--- config.mk ---
export PLATFORM = sky130hd
export DESIGN_NAME = record_id_parse_and_checksum_flat
export DESIGN_NICKNAME = d
export VERILOG_FILES = /design/src/sv/rid_pkg.sv /design/src/sv/rid_if.sv /design/src/sv/rid_char_class.sv /design/src/sv/rid_track.sv /design/src/sv/record_id_parse_and_checksum.sv /design/src/flat_wrapper.sv
export SDC_FILE = /design/constraint.sdc
export NUM_CORES = 1
export LEC_CHECK = 0
export BUFFER_PORTS_ARGS = -buffer_cell sky130_fd_sc_hd__buf_2
export CAP_MARGIN = 20
export CELL_PAD_IN_SITES_DETAIL_PLACEMENT = 2
export CELL_PAD_IN_SITES_GLOBAL_PLACEMENT = 2
export CORE_UTILIZATION = 34
export DETAILED_ROUTE_END_ITERATION = 6
export MAX_ROUTING_LAYER = met4
export PLACE_DENSITY_LB_ADDON = 0.1
export SYNTH_ARGS = -nofsm -noshare
export SYNTH_HDL_FRONTEND = slang
export SYNTH_SLANG_ARGS = --single-unit
--- constraint.sdc ---
create_clock -name i_clk -period 3.1 [get_ports i_clk]
set_input_delay 0.31 -clock i_clk [delete_from_list [all_inputs] [get_ports i_clk]]
set_output_delay 0.31 -clock i_clk [all_outputs]
set_load 0.03 [all_outputs]
--- src/sv/rid_pkg.sv ---
// Package for the record identifier parser: status codes, field positions,
// the character classification struct and the checksum letter function.
// Depends on nothing; the classifier, tracker and top-level files import it.
package rid_pkg;

    localparam int unsigned CODE_W    = 16;
    localparam int unsigned ASCII_W   = 7;
    localparam int unsigned POS_W     = 5;
    localparam int unsigned ID_LEN    = 15;
    localparam int unsigned GROUP_LEN = 5;

    localparam logic [POS_W-1:0] POS_INST     = 5'd3;
    localparam logic [POS_W-1:0] POS_RSVD     = 5'd5;
    localparam logic [POS_W-1:0] POS_UID      = 5'd6;
    localparam logic [POS_W-1:0] POS_CKSUM    = 5'd15;
    localparam logic [POS_W-1:0] POS_CKSUM_B  = 5'd16;
    localparam logic [POS_W-1:0] POS_CKSUM_C  = 5'd17;
    localparam logic [POS_W-1:0] POS_TOO_LONG = 5'd18;
    localparam logic [POS_W-1:0] POS_SAT      = 5'd19;

    localparam logic [ASCII_W-1:0] RESERVED_CHAR_RST = 7'd48;

    // ST_OK15 doubles as "no error latched" in the error register.
    typedef enum logic [3:0] {
        ST_OK15           = 4'd0,
        ST_OK18           = 4'd1,
        ST_PREFIX_SHORT   = 4'd2,
        ST_INST_SHORT     = 4'd3,
        ST_RSVD_BAD       = 4'd4,
        ST_UID_SHORT      = 4'd5,
        ST_CKSUM_SHORT    = 4'd6,
        ST_PREFIX_BAD     = 4'd7,
        ST_INST_BAD       = 4'd8,
        ST_UID_BAD        = 4'd9,
        ST_CKSUM_BAD      = 4'd10,
        ST_TOO_LONG       = 4'd11,
        ST_CKSUM_MISMATCH = 4'd12
    } t_status;

    typedef struct packed {
        logic alpha;
        logic upper;
        logic rsvd_match;
    } t_char_class;

    typedef struct packed {
        t_status            status;
        logic [POS_W-1:0]   err_pos;
        logic [ASCII_W-1:0] cc_first;
        logic [ASCII_W-1:0] cc_second;
        logic [ASCII_W-1:0] cc_third;
    } t_result;

    // Five uppercase flags select A-Z for 0-25 and 0-5 for 26-31.
    function automatic logic [ASCII_W-1:0] check_char(input logic [GROUP_LEN-1:0] mask);
        logic [ASCII_W-1:0] wide;
        wide = {2'b00, mask};
        if (mask < 5'd26) begin
            return 7'd65 + wide;
        end else begin
            return 7'd22 + wide;
        end
    endfunction

endpackage

--- src/sv/rid_if.sv ---
// Handshake interfaces for the record identifier parser: the character
// channel in and the result channel out. No dependencies.
interface rid_char_if;
    logic        valid;
    logic        ready;
    logic [15:0] code_unit;
    logic        last;

    modport source (output valid, output code_unit, output last, input ready);
    modport sink   (input valid, input code_unit, input last, output ready);
endinterface

interface rid_result_if;
    logic       valid;
    logic       ready;
    logic [3:0] status;
    logic [4:0] error_position;
    logic [6:0] check_char_first;
    logic [6:0] check_char_second;
    logic [6:0] check_char_third;

    modport source (output valid, output status, output error_position,
                    output check_char_first, output check_char_second,
                    output check_char_third, input ready);
    modport sink   (input valid, input status, input error_position,
                    input check_char_first, input check_char_second,
                    input check_char_third, output ready);
endinterface

--- src/sv/rid_char_class.sv ---
// Character classifier: base-62 alphabet, uppercase and reserved match.
// Depends on rid_pkg.
module rid_char_class (
    input  logic [15:0]          i_code_unit,
    input  logic [6:0]           i_reserved_char,
    output rid_pkg::t_char_class o_class
);
    import rid_pkg::*;

    logic w_digit;
    logic w_upper;
    logic w_lower;

    always_comb begin
        w_digit = (i_code_unit >= 16'd48) && (i_code_unit <= 16'd57);
        w_upper = (i_code_unit >= 16'd65) && (i_code_unit <= 16'd90);
        w_lower = (i_code_unit >= 16'd97) && (i_code_unit <= 16'd122);
        o_class.alpha      = w_digit || w_upper || w_lower;
        o_class.upper      = w_upper;
        o_class.rsvd_match = (i_code_unit == {9'd0, i_reserved_char});
    end

endmodule

--- src/sv/rid_track.sv ---
// Per-identifier state: position counter, uppercase flags, first-error latch
// and checksum mismatch flag, plus the result formed on the last character.
// Depends on rid_pkg.
module rid_track (
    input  logic                 i_clk,
    input  logic                 i_rst_n,
    input  logic                 i_adv,
    input  logic [15:0]          i_code_unit,
    input  logic                 i_last,
    input  rid_pkg::t_char_class i_class,
    output rid_pkg::t_result     o_result,
    output logic [4:0]           o_char_pos
);
    import rid_pkg::*;

    logic [POS_W-1:0]  r_pos,   n_pos;
    logic [ID_LEN-1:0] r_upper, n_upper;
    t_status           r_kind,  n_kind;
    logic [POS_W-1:0]  r_idx,   n_idx;
    logic              r_mis,   n_mis;

    logic [GROUP_LEN-1:0] w_grp_mask;
    logic [ASCII_W-1:0]   w_expect;

    always_comb begin
        n_upper = r_upper;
        n_kind  = r_kind;
        n_idx   = r_idx;
        n_mis   = r_mis;

        if (r_pos < POS_CKSUM && i_class.upper) begin
            n_upper[r_pos[3:0]] = 1'b1;
        end

        // Checksum character expected at this position, from complete flags.
        case (r_pos)
            POS_CKSUM:   w_grp_mask = r_upper[4:0];
            POS_CKSUM_B: w_grp_mask = r_upper[9:5];
            default:     w_grp_mask = r_upper[14:10];
        endcase
        w_expect = check_char(w_grp_mask);

        if (r_kind == ST_OK15) begin
            if (r_pos >= POS_TOO_LONG) begin
                n_kind = ST_TOO_LONG;
                n_idx  = POS_TOO_LONG;
            end else if (r_pos == POS_RSVD) begin
                if (!i_class.rsvd_match) begin
                    n_kind = ST_RSVD_BAD;
                    n_idx  = POS_RSVD;
                end
            end else if (!i_class.alpha) begin
                if (r_pos < POS_INST) begin
                    n_kind = ST_PREFIX_BAD;
                    n_idx  = r_pos;
                end else if (r_pos < POS_RSVD) begin
                    n_kind = ST_INST_BAD;
                    n_idx  = r_pos - POS_INST;
                end else if (r_pos < POS_CKSUM) begin
                    n_kind = ST_UID_BAD;
                    n_idx  = r_pos - POS_UID;
                end else begin
                    n_kind = ST_CKSUM_BAD;
                    n_idx  = r_pos - POS_CKSUM;
                end
            end else if (r_pos >= POS_CKSUM) begin
                if (i_code_unit != {9'd0, w_expect}) begin
                    n_mis = 1'b1;
                end
            end
        end

        n_pos = (r_pos < POS_SAT) ? r_pos + 5'd1 : r_pos;

        // Result as it stands once this character is counted.
        if (n_kind != ST_OK15) begin
            o_result.status  = n_kind;
            o_result.err_pos = n_idx;
        end else if (n_pos == POS_CKSUM) begin
            o_result.status  = ST_OK15;
            o_result.err_pos = '0;
        end else if (n_pos == POS_TOO_LONG) begin
            if (n_mis) begin
                o_result.status  = ST_CKSUM_MISMATCH;
                o_result.err_pos = POS_CKSUM;
            end else begin
                o_result.status  = ST_OK18;
                o_result.err_pos = '0;
            end
        end else if (n_pos < POS_INST) begin
            o_result.status  = ST_PREFIX_SHORT;
            o_result.err_pos = n_pos;
        end else if (n_pos < POS_RSVD) begin
            o_result.status  = ST_INST_SHORT;
            o_result.err_pos = n_pos - POS_INST;
        end else if (n_pos == POS_RSVD) begin
            o_result.status  = ST_RSVD_BAD;
            o_result.err_pos = POS_RSVD;
        end else if (n_pos < POS_CKSUM) begin
            o_result.status  = ST_UID_SHORT;
            o_result.err_pos = n_pos - POS_UID;
        end else begin
            o_result.status  = ST_CKSUM_SHORT;
            o_result.err_pos = n_pos - POS_CKSUM;
        end

        if (n_pos >= POS_CKSUM) begin
            o_result.cc_first  = check_char(n_upper[4:0]);
            o_result.cc_second = check_char(n_upper[9:5]);
            o_result.cc_third  = check_char(n_upper[14:10]);
        end else begin
            o_result.cc_first  = '0;
            o_result.cc_second = '0;
            o_result.cc_third  = '0;
        end
    end

    always_ff @(posedge i_clk) begin
        if (!i_rst_n) begin
            r_pos   <= '0;
            r_upper <= '0;
            r_kind  <= ST_OK15;
            r_idx   <= '0;
            r_mis   <= 1'b0;
        end else if (i_adv) begin
            if (i_last) begin
                r_pos   <= '0;
                r_upper <= '0;
                r_kind  <= ST_OK15;
                r_idx   <= '0;
                r_mis   <= 1'b0;
            end else begin
                r_pos   <= n_pos;
                r_upper <= n_upper;
                r_kind  <= n_kind;
                r_idx   <= n_idx;
                r_mis   <= n_mis;
            end
        end
    end

    assign o_char_pos = r_pos;

endmodule

--- src/sv/record_id_parse_and_checksum.sv ---
// Record identifier parser and checksum unit. Characters arrive one per
// transfer and one result follows the transfer marked last. The block takes
// a character in every cycle unless the input stalls: a character is held
// in an input register, classified and folded into the identifier state
// when it advances, and a last character's result is registered in the
// output register. The input stalls only when a result is waiting in
// the output register and the sink is not ready. The reserved-character
// register is written through i_cfg_wr_en and i_cfg_wr_data and resets to
// ASCII '0'.
module record_id_parse_and_checksum (
    input  logic        i_clk,
    input  logic        i_rst_n,
    input  logic        i_cfg_wr_en,
    input  logic [6:0]  i_cfg_wr_data,
    rid_char_if.sink    i_char,
    rid_result_if.source o_result
);
    import rid_pkg::*;

    logic [ASCII_W-1:0] r_rsvd_char;
    logic               r_in_valid;
    logic [CODE_W-1:0]  r_in_code;
    logic               r_in_last;
    logic               r_out_valid;
    t_result            r_out;

    logic        w_adv;
    t_char_class w_class;
    t_result     w_result;
    logic [4:0]  w_char_pos;

    assign w_adv        = r_in_valid && (!r_out_valid || o_result.ready);
    assign i_char.ready = !r_in_valid || w_adv;

    always_ff @(posedge i_clk) begin
        if (!i_rst_n) begin
            r_rsvd_char <= RESERVED_CHAR_RST;
        end else if (i_cfg_wr_en) begin
            r_rsvd_char <= i_cfg_wr_data;
        end
    end

    always_ff @(posedge i_clk) begin
        if (!i_rst_n) begin
            r_in_valid <= 1'b0;
        end else if (i_char.ready) begin
            r_in_valid <= i_char.valid;
        end
    end

    always_ff @(posedge i_clk) begin
        if (i_char.valid && i_char.ready) begin
            r_in_code <= i_char.code_unit;
            r_in_last <= i_char.last;
        end
    end

    rid_char_class u_class (
        .i_code_unit     (r_in_code),
        .i_reserved_char (r_rsvd_char),
        .o_class         (w_class)
    );

    rid_track u_track (
        .i_clk       (i_clk),
        .i_rst_n     (i_rst_n),
        .i_adv       (w_adv),
        .i_code_unit (r_in_code),
        .i_last      (r_in_last),
        .i_class     (w_class),
        .o_result    (w_result),
        .o_char_pos  (w_char_pos)
    );

    always_ff @(posedge i_clk) begin
        if (!i_rst_n) begin
            r_out_valid <= 1'b0;
        end else if (w_adv && r_in_last) begin
            r_out_valid <= 1'b1;
        end else if (o_result.ready) begin
            r_out_valid <= 1'b0;
        end
    end

    always_ff @(posedge i_clk) begin
        if (w_adv && r_in_last) begin
            r_out <= w_result;
        end
    end

    assign o_result.valid             = r_out_valid;
    assign o_result.status            = r_out.status;
    assign o_result.error_position    = r_out.err_pos;
    assign o_result.check_char_first  = r_out.cc_first;
    assign o_result.check_char_second = r_out.cc_second;
    assign o_result.check_char_third  = r_out.cc_third;

    // The last character of an identifier always restarts the count.
    a_restart: assert property (@(posedge i_clk) disable iff (!i_rst_n)
        (w_adv && r_in_last) |=> (w_char_pos == 5'd0))
        else $error("position not cleared after last character");

    a_pos_sat: assert property (@(posedge i_clk) disable iff (!i_rst_n)
        w_char_pos <= POS_SAT)
        else $error("character position beyond saturation");

    // A valid identifier carries no error position.
    a_ok_pos: assert property (@(posedge i_clk) disable iff (!i_rst_n)
        (o_result.valid && (o_result.status == ST_OK15 || o_result.status == ST_OK18))
        |-> (o_result.error_position == 5'd0))
        else $error("nonzero position on a valid identifier");

    // Checksum letters exist only for identifiers of fifteen or more characters.
    a_cc_short: assert property (@(posedge i_clk) disable iff (!i_rst_n)
        (o_result.valid && (o_result.status == ST_PREFIX_SHORT
            || o_result.status == ST_INST_SHORT || o_result.status == ST_UID_SHORT))
        |-> (o_result.check_char_first == 7'd0 && o_result.check_char_third == 7'd0))
        else $error("checksum letters on a short identifier");

endmodule
--- src/flat_wrapper.sv ---
// flat-port wrapper written by rule: the top's interface ports become plain ports
module record_id_parse_and_checksum_flat import rid_pkg::*;
  (i_clk, i_rst_n, i_cfg_wr_en, i_cfg_wr_data, i_char_valid, i_char_code_unit, i_char_last, i_char_ready, o_result_valid, o_result_status, o_result_error_position, o_result_check_char_first, o_result_check_char_second, o_result_check_char_third, o_result_ready);
  rid_char_if i_char_i ();
  rid_result_if o_result_i ();
  input  logic i_clk;
  input  logic i_rst_n;
  input  logic i_cfg_wr_en;
  input  logic [6:0] i_cfg_wr_data;
  input wire logic [$bits(i_char_i.valid)-1:0] i_char_valid;
  input wire logic [$bits(i_char_i.code_unit)-1:0] i_char_code_unit;
  input wire logic [$bits(i_char_i.last)-1:0] i_char_last;
  output wire logic [$bits(i_char_i.ready)-1:0] i_char_ready;
  output wire logic [$bits(o_result_i.valid)-1:0] o_result_valid;
  output wire logic [$bits(o_result_i.status)-1:0] o_result_status;
  output wire logic [$bits(o_result_i.error_position)-1:0] o_result_error_position;
  output wire logic [$bits(o_result_i.check_char_first)-1:0] o_result_check_char_first;
  output wire logic [$bits(o_result_i.check_char_second)-1:0] o_result_check_char_second;
  output wire logic [$bits(o_result_i.check_char_third)-1:0] o_result_check_char_third;
  input wire logic [$bits(o_result_i.ready)-1:0] o_result_ready;
  assign i_char_i.valid = i_char_valid;
  assign i_char_i.code_unit = i_char_code_unit;
  assign i_char_i.last = i_char_last;
  assign i_char_ready = i_char_i.ready;
  assign o_result_valid = o_result_i.valid;
  assign o_result_status = o_result_i.status;
  assign o_result_error_position = o_result_i.error_position;
  assign o_result_check_char_first = o_result_i.check_char_first;
  assign o_result_check_char_second = o_result_i.check_char_second;
  assign o_result_check_char_third = o_result_i.check_char_third;
  assign o_result_i.ready = o_result_ready;
  record_id_parse_and_checksum u_core (.i_clk(i_clk), .i_rst_n(i_rst_n), .i_cfg_wr_en(i_cfg_wr_en), .i_cfg_wr_data(i_cfg_wr_data), .i_char(i_char_i), .o_result(o_result_i));
endmodule
### Yosys cells after proc, flatten, opt, wreduce, memory -nomap -nowiden

Cells that the tools add are included.

| storage, ports and cells | value |
|---|---|
| output and inout port bits | 32 |
| logic and storage cells | 124 |
| register bits after elaboration | 86 |
| input bits | 29 |

| cells by class | value |
|---|---|
| bitwise gates (word level) | 1 |
| add/subtract/negate cells | 15 |
| $lt $le $gt $ge | 22 |
| eq/ne operators | 8 |
| reduce and logical (&&, ||, !) cells | 17 |
| mux-type cells | 46 |

Operator list:

| operator | number |
|---|---|
| 5-bit 2-to-1 mux | 11 |
| 7-bit 2-to-1 mux | 6 |
| 9-bit 2-to-1 mux | 4 |
| 16-bit by 7-bit >= comparator with 1-bit output, second input constant | 2 |
| 16-bit by 7-bit <= comparator with 1-bit output, second input constant | 2 |
| 15-bit 2-to-1 mux | 2 |
| 7-bit by 5-bit adder with 7-bit output, first input constant | 4 |
| 4-bit 2-to-1 mux | 7 |
| 5-bit < comparator, second input constant | 5 |
| 5-bit by 5-bit adder with 6-bit output, first input constant | 4 |
| 16-bit by 7-bit equality test with 1-bit output | 1 |
| 16-bit by 6-bit >= comparator with 1-bit output, second input constant | 1 |
| 16-bit by 6-bit <= comparator with 1-bit output, second input constant | 1 |
| 8-bit 2-to-1 mux | 2 |
| 16-bit by 7-bit inequality test with 1-bit output | 1 |
| 15-bit bitwise OR | 1 |
| 5-bit by 3-bit equality test with 1-bit output, second input constant | 2 |
| 5-bit by 4-bit equality test with 1-bit output, second input constant | 2 |
| 5-bit equality test, second input constant | 2 |
| 5-bit by 4-bit >= comparator with 1-bit output, second input constant | 2 |
| 5-bit by 2-bit < comparator with 1-bit output, second input constant | 2 |
| 5-bit by 3-bit < comparator with 1-bit output, second input constant | 2 |
| 5-bit by 4-bit < comparator with 1-bit output, second input constant | 2 |
| 1-bit 2-to-1 mux | 10 |
| 16 further kinds | 31 |

### Logic depth before layout (Yosys ltp)

| depth | value |
|---|---|
| word-level depth | 15 |
| gate-level depth with buffers | 16 |
| depth with buffers taken out | 13 |

### Modules after synthesis

Synthesis repeated with hierarchy kept, for this count alone.

| unflattened totals | value |
|---|---|
| cells, all modules | 550 |
| area total of the unflattened synthesis | 5218.8 µm² |

By module, submodules not included:

| module | sequential area each (µm²) | area an instance (µm²) | times used | cells each |
|---|---|---|---|---|
| rid_track | 600.6 | 3264.4 | 1 | 441 |
| record_id_parse_and_checksum | 1591.5 | 1774.2 | 1 | 83 |
| rid_char_class | 0.0 | 180.2 | 1 | 26 |

### Worst setup path before layout

OpenSTA, ideal clock, no wires.

| path | value |
|---|---|
| path kind | register -> register |
| start | reg u_core.u_track.r_pos[0], in the netlist u_core.u_track.o_char_pos[0] |
| end | reg u_core.r_out (netlist bit u_core.o_result.error_position[0]), data pin |
| setup slack | -0.307 ns |
| buffers on the path | 3 |
| setup time | 0.266 ns |
| clock period less this slack | 3.407 ns |
| required time | 2.834 ns |
| cell stages (with the launch flop) | 17 |
| arrival time | 3.142 ns |
| path through | dfxtp_1 > clkbuf_1 > inv_1 > ha_1 > and4bb_1 > buf_6 > a22o_1 > o21a_1 > buf_2 > ha_1 > inv_1 > a31oi_1 > o311ai_1 > a32o_1 > nand4_2 > o311ai_4 > o21ai_1 |

RTL lines:

| item | line | text |
|---|---|---|
| start, declared | rid_track.sv:16 | `logic [POS_W-1:0] r_pos, n_pos;` |
| start signal, assigned | rid_track.sv:133 | `r_pos <= n_pos;` |
| end signal, assigned | record_id_parse_and_checksum.sv:87 | `r_out <= w_result;` |
| end, declared | record_id_parse_and_checksum.sv:25 | `t_result r_out;` |

==> flow_metrics.py <==
metrics = {
    "global_routing": {
        "grt_remaining_overflow": 0,
        "grt_pass1_wl_um": 28400,
        "grt_usage": 0.237,
        "grt_max_degree": 24,
        "grt_pass1_vias": 5199,
        "antenna_found_initial": 0,
    },
    "floorplanning": {
        "start_util": 0.355,
        "row_count": 44,
        "die_h_um": 126,
        "design.portCount": 61,
        "core_um2": 14800,
        "die_w_um": 126,
        "dieArea_um2": 15900,
    },
    "placement": {
        "pre_cts_slack_ns": -0.135,
        "placed_cell_area_um2": 6170,
        "io_buffers": 60,
        "place_congestion": 0.884,
        "dp.cells": 830,
        "post-dp-hpwl_um": 13100,
    },
    "worst_setup_path": {
        "crit_path_top_delay_cell": "or3_1",
        "worstSetupStartpoint": "u_core.u_track.o_char_pos[1]$_SDFFE_PN0P_",
        "path_depth": 14,
        "ff2ff_path_depth": 14,
        "arrival_ns": 3.19,
        "startpoint_type": "flip-flop",
        "timing.reg2reg.setup_slack_ns": 0.02,
        "crit_end": "u_core.o_result.status[2]$_DFFE_PP_",
        "r2r_end": "u_core.o_result.status[2]$_DFFE_PP_",
        "path_buf_inv": 4,
        "critPathCaptureType": "flip-flop",
        "worstReg2RegStart": "u_core.u_track.o_char_pos[1]$_SDFFE_PN0P_",
        "path_class": "reg -> reg",
        "path_cells": "inv_2 -> ha_4 -> and4bb_4 -> a22oi_1 -> a21oi_2 -> buf_4 -> ha_4 -> inv_2 -> or3_1 -> nand4_1 -> nand3_2 -> o311ai_4 -> buf_12 -> o21ai_2",
        "cp_data_required_time_ns": 3.21,
        "worst-path-max-fanout": 8,
        "critPathMaxStageDelay_ns": 0.41,
        "path_delay_family": "simple AND/OR/NAND/NOR gates",
    },
    "synth": {
        "ys_seq_area_frac": 0.419,
        "ys_ff_latch": 86,
        "syn_avg_cell_area_um2": 9.57,
        "synth_ff_type": "edfxtp_1",
        "synth-edff-count": 47,
        "async_flop_share": 0,
        "synth_area_leaders": "edfxtp_1 (27%), dfxtp_1 (15%), ha_1 (6.5%), nor2_1 (3.3%), a21oi_1 (3.1%)",
        "synth_warnings": 0,
        "yosysUniqueCellTypes": 73,
        "synth_top_area_frac": 0.270,
        "synth_area_um2": 5230,
        "syn-num-nets": 603,
        "syn-instance-count": 547,
        "synth_top_cell_by_area": "edfxtp_1",
    },
    "sta": {
        "post-route-min-period_ns": 3.08,
        "relSlewSlack": 0.492,
        "fin_worst_skew_ns": 0.0142,
        "drv_slew": 0,
        "setup_ws_ns": 0.0198,
        "period_share": 0.994,
        "setup_viol": 0,
        "grt_setup_unrepaired": "yes",
        "finalHoldViolCount": 0,
        "worst_pin_slew_ns": 0.760,
        "max_freq_ghz": 0.325,
    },
    "finish": {
        "syn2layout_area_growth_pct": 32.7,
        "final_cell_mix": "buf_4 (74), buf_2 (60), edfxtp_1 (47)",
        "final_nets": 727,
        "fin_cells": 860,
        "nFillCells": 1554,
        "drive_gt1_frac": 0.370,
        "final_util": 0.471,
        "fin_area_um2": 6940,
        "diodes": 0,
        "final_common_cell": "buf_4",
    },
    "clocking": {
        "numClockSinks": 86,
        "cts_tree": "yes",
        "cts_inserted_buffers": 9,
        "cts_buffer_depth": 2,
        "clk_pin_slew_worst_paths_ns": 0.07,
        "clk_latency_ns": 0.36,
        "htreeDepth": 3,
        "clock-root-buffer": "clkbuf_16",
    },
    "detailed_routing": {
        "drtAntennaViolNets": 0,
        "totalWireLength_um": 18100,
        "drt_first_pass_iters": 4,
        "drc_errors": 0,
        "drtIter0Drc": 189,
        "num_vias": 4804,
        "wl_per_cell_um": 21.1,
        "viasPerCell": 5.59,
    },
    "hold_path": {
        "hold_path_class": "in -> reg",
        "hold_depth": 1,
        "hp-start": "i_char_code_unit[11]",
    },
    "power_and_ir_drop": {
        "peakVddDrop_mv": 0.272,
        "cellLeakagePower_nw": 2.68,
        "p_switching_w": 0.000712,
        "seqPwrFrac": 0.465,
        "p_per_area_nw_per_um2": 390,
        "intPower_w": 0.00199,
        "swShare": 0.263,
        "power_frac_comb": 0.106,
        "fin_total_pwr_w": 0.00271,
        "p_clk_frac": 0.429,
    },
    "run": {
        "maxCapViolCount": 0,
    },
    "run_status": {
        "status": "finished clean",
    },
}
## worst min path at each step
stage / to / slack (ns)
after global placement: u_core.u_track.r_mis$_SDFFE_PN0P_ / 0.47
after detailed placement: u_core.r_in_code[1]$_DFFE_PP_ / 0.49
after floorplan: u_core.r_in_code[0]$_DFFE_PP_ / 0.41
final: u_core.r_in_code[11]$_DFFE_PP_ / 0.13
after global routing: u_core.r_in_code[7]$_DFFE_PP_ / 0.11
after CTS: u_core.r_in_code[11]$_DFFE_PP_ / 0.11
## area by class of cell
class                   count  area, µm²  share of cell area
multi-input cells         407       3160               0.456
repair buffers            138        927               0.134
flip-flops and latches     86       2200               0.317
clock inverters             7       87.6              0.0126
inverters                  29        109              0.0157
well taps                 184        230              0.0332
clock buffers               9        225              0.0324
## cell usage after synthesis (5+ instances only)
master / count
a22oi_1: 13
o31ai_1: 5
inv_1: 28
o21ai_1: 8
clkbuf_1: 15
nor2b_1: 20
edfxtp_1: 47
nand3_1: 16
xor2_1: 9
xnor2_1: 16
nor2_1: 46
nand2_1: 40
nor3_1: 27
buf_2: 5
mux2_2: 7
o21ai_0: 12
mux2i_1: 14
ha_1: 27
a21oi_1: 32
a211oi_1: 8
a31oi_1: 9
dfxtp_1: 39
## cells by family after synthesis
logic type | share of synthesized area
mux | 0.0418
flops | 0.419
xor+xnor | 0.0449
compound gates | 0.191
simple gates | 0.193
fa+ha+maj | 0.0645
buf+inv | 0.0457
## flip-flops by register name, summed over array words and instances (netlist names)
name                               flops
u_core.o_result.check_char_first       7
u_core.o_result.check_char_second      7
u_core.o_result.check_char_third       7
u_core.o_result.error_position         5
u_core.o_result.status                 4
u_core.o_result.valid                  1
u_core.r_in_code                      16
u_core.r_in_last                       1
u_core.r_in_valid                      1
u_core.r_rsvd_char                     7
u_core.u_track.o_char_pos              5
u_core.u_track.r_idx                   5
u_core.u_track.r_kind                  4
u_core.u_track.r_mis                   1
u_core.u_track.r_upper                15
## power by group through the flow
stage / Combinational [W] / Sequential (W) / Clock [W]
2_1_floorplan: 0.000136 / 0.00130 / 0
3_3_place_gp: 0.000253 / 0.00128 / 0
3_5_place_dp: 0.000264 / 0.00128 / 0
4_1_cts: 0.000271 / 0.00126 / 0.00119
5_1_grt: 0.000315 / 0.00126 / 0.00123
6_report: 0.000287 / 0.00126 / 0.00116
## routing by layer
layer / part of all wire / GRT usage
met5: 0 / -
met4: 0.019 / 0.0680
met1: 0.44 / 0.288
met3: 0.027 / 0.0348
met2: 0.51 / 0.407
## through the flow
stage	hold WS [ns]	TNS (ns)
finish	0.127	0
CTS	0.112	-0.181
global route	0.114	-0.430
floorplan	0.409	0
detailed placement	0.488	-0.701
global placement	0.469	-0.0503
## what timing repair did
action                                  CTS  global route
pin swaps                                 7            29
setup buffers                             4            11
endpoints found under the setup margin   11            17
gates resized for setup                  11            63
hold buffers                              0             0
(Power assumes the default switching activity.)
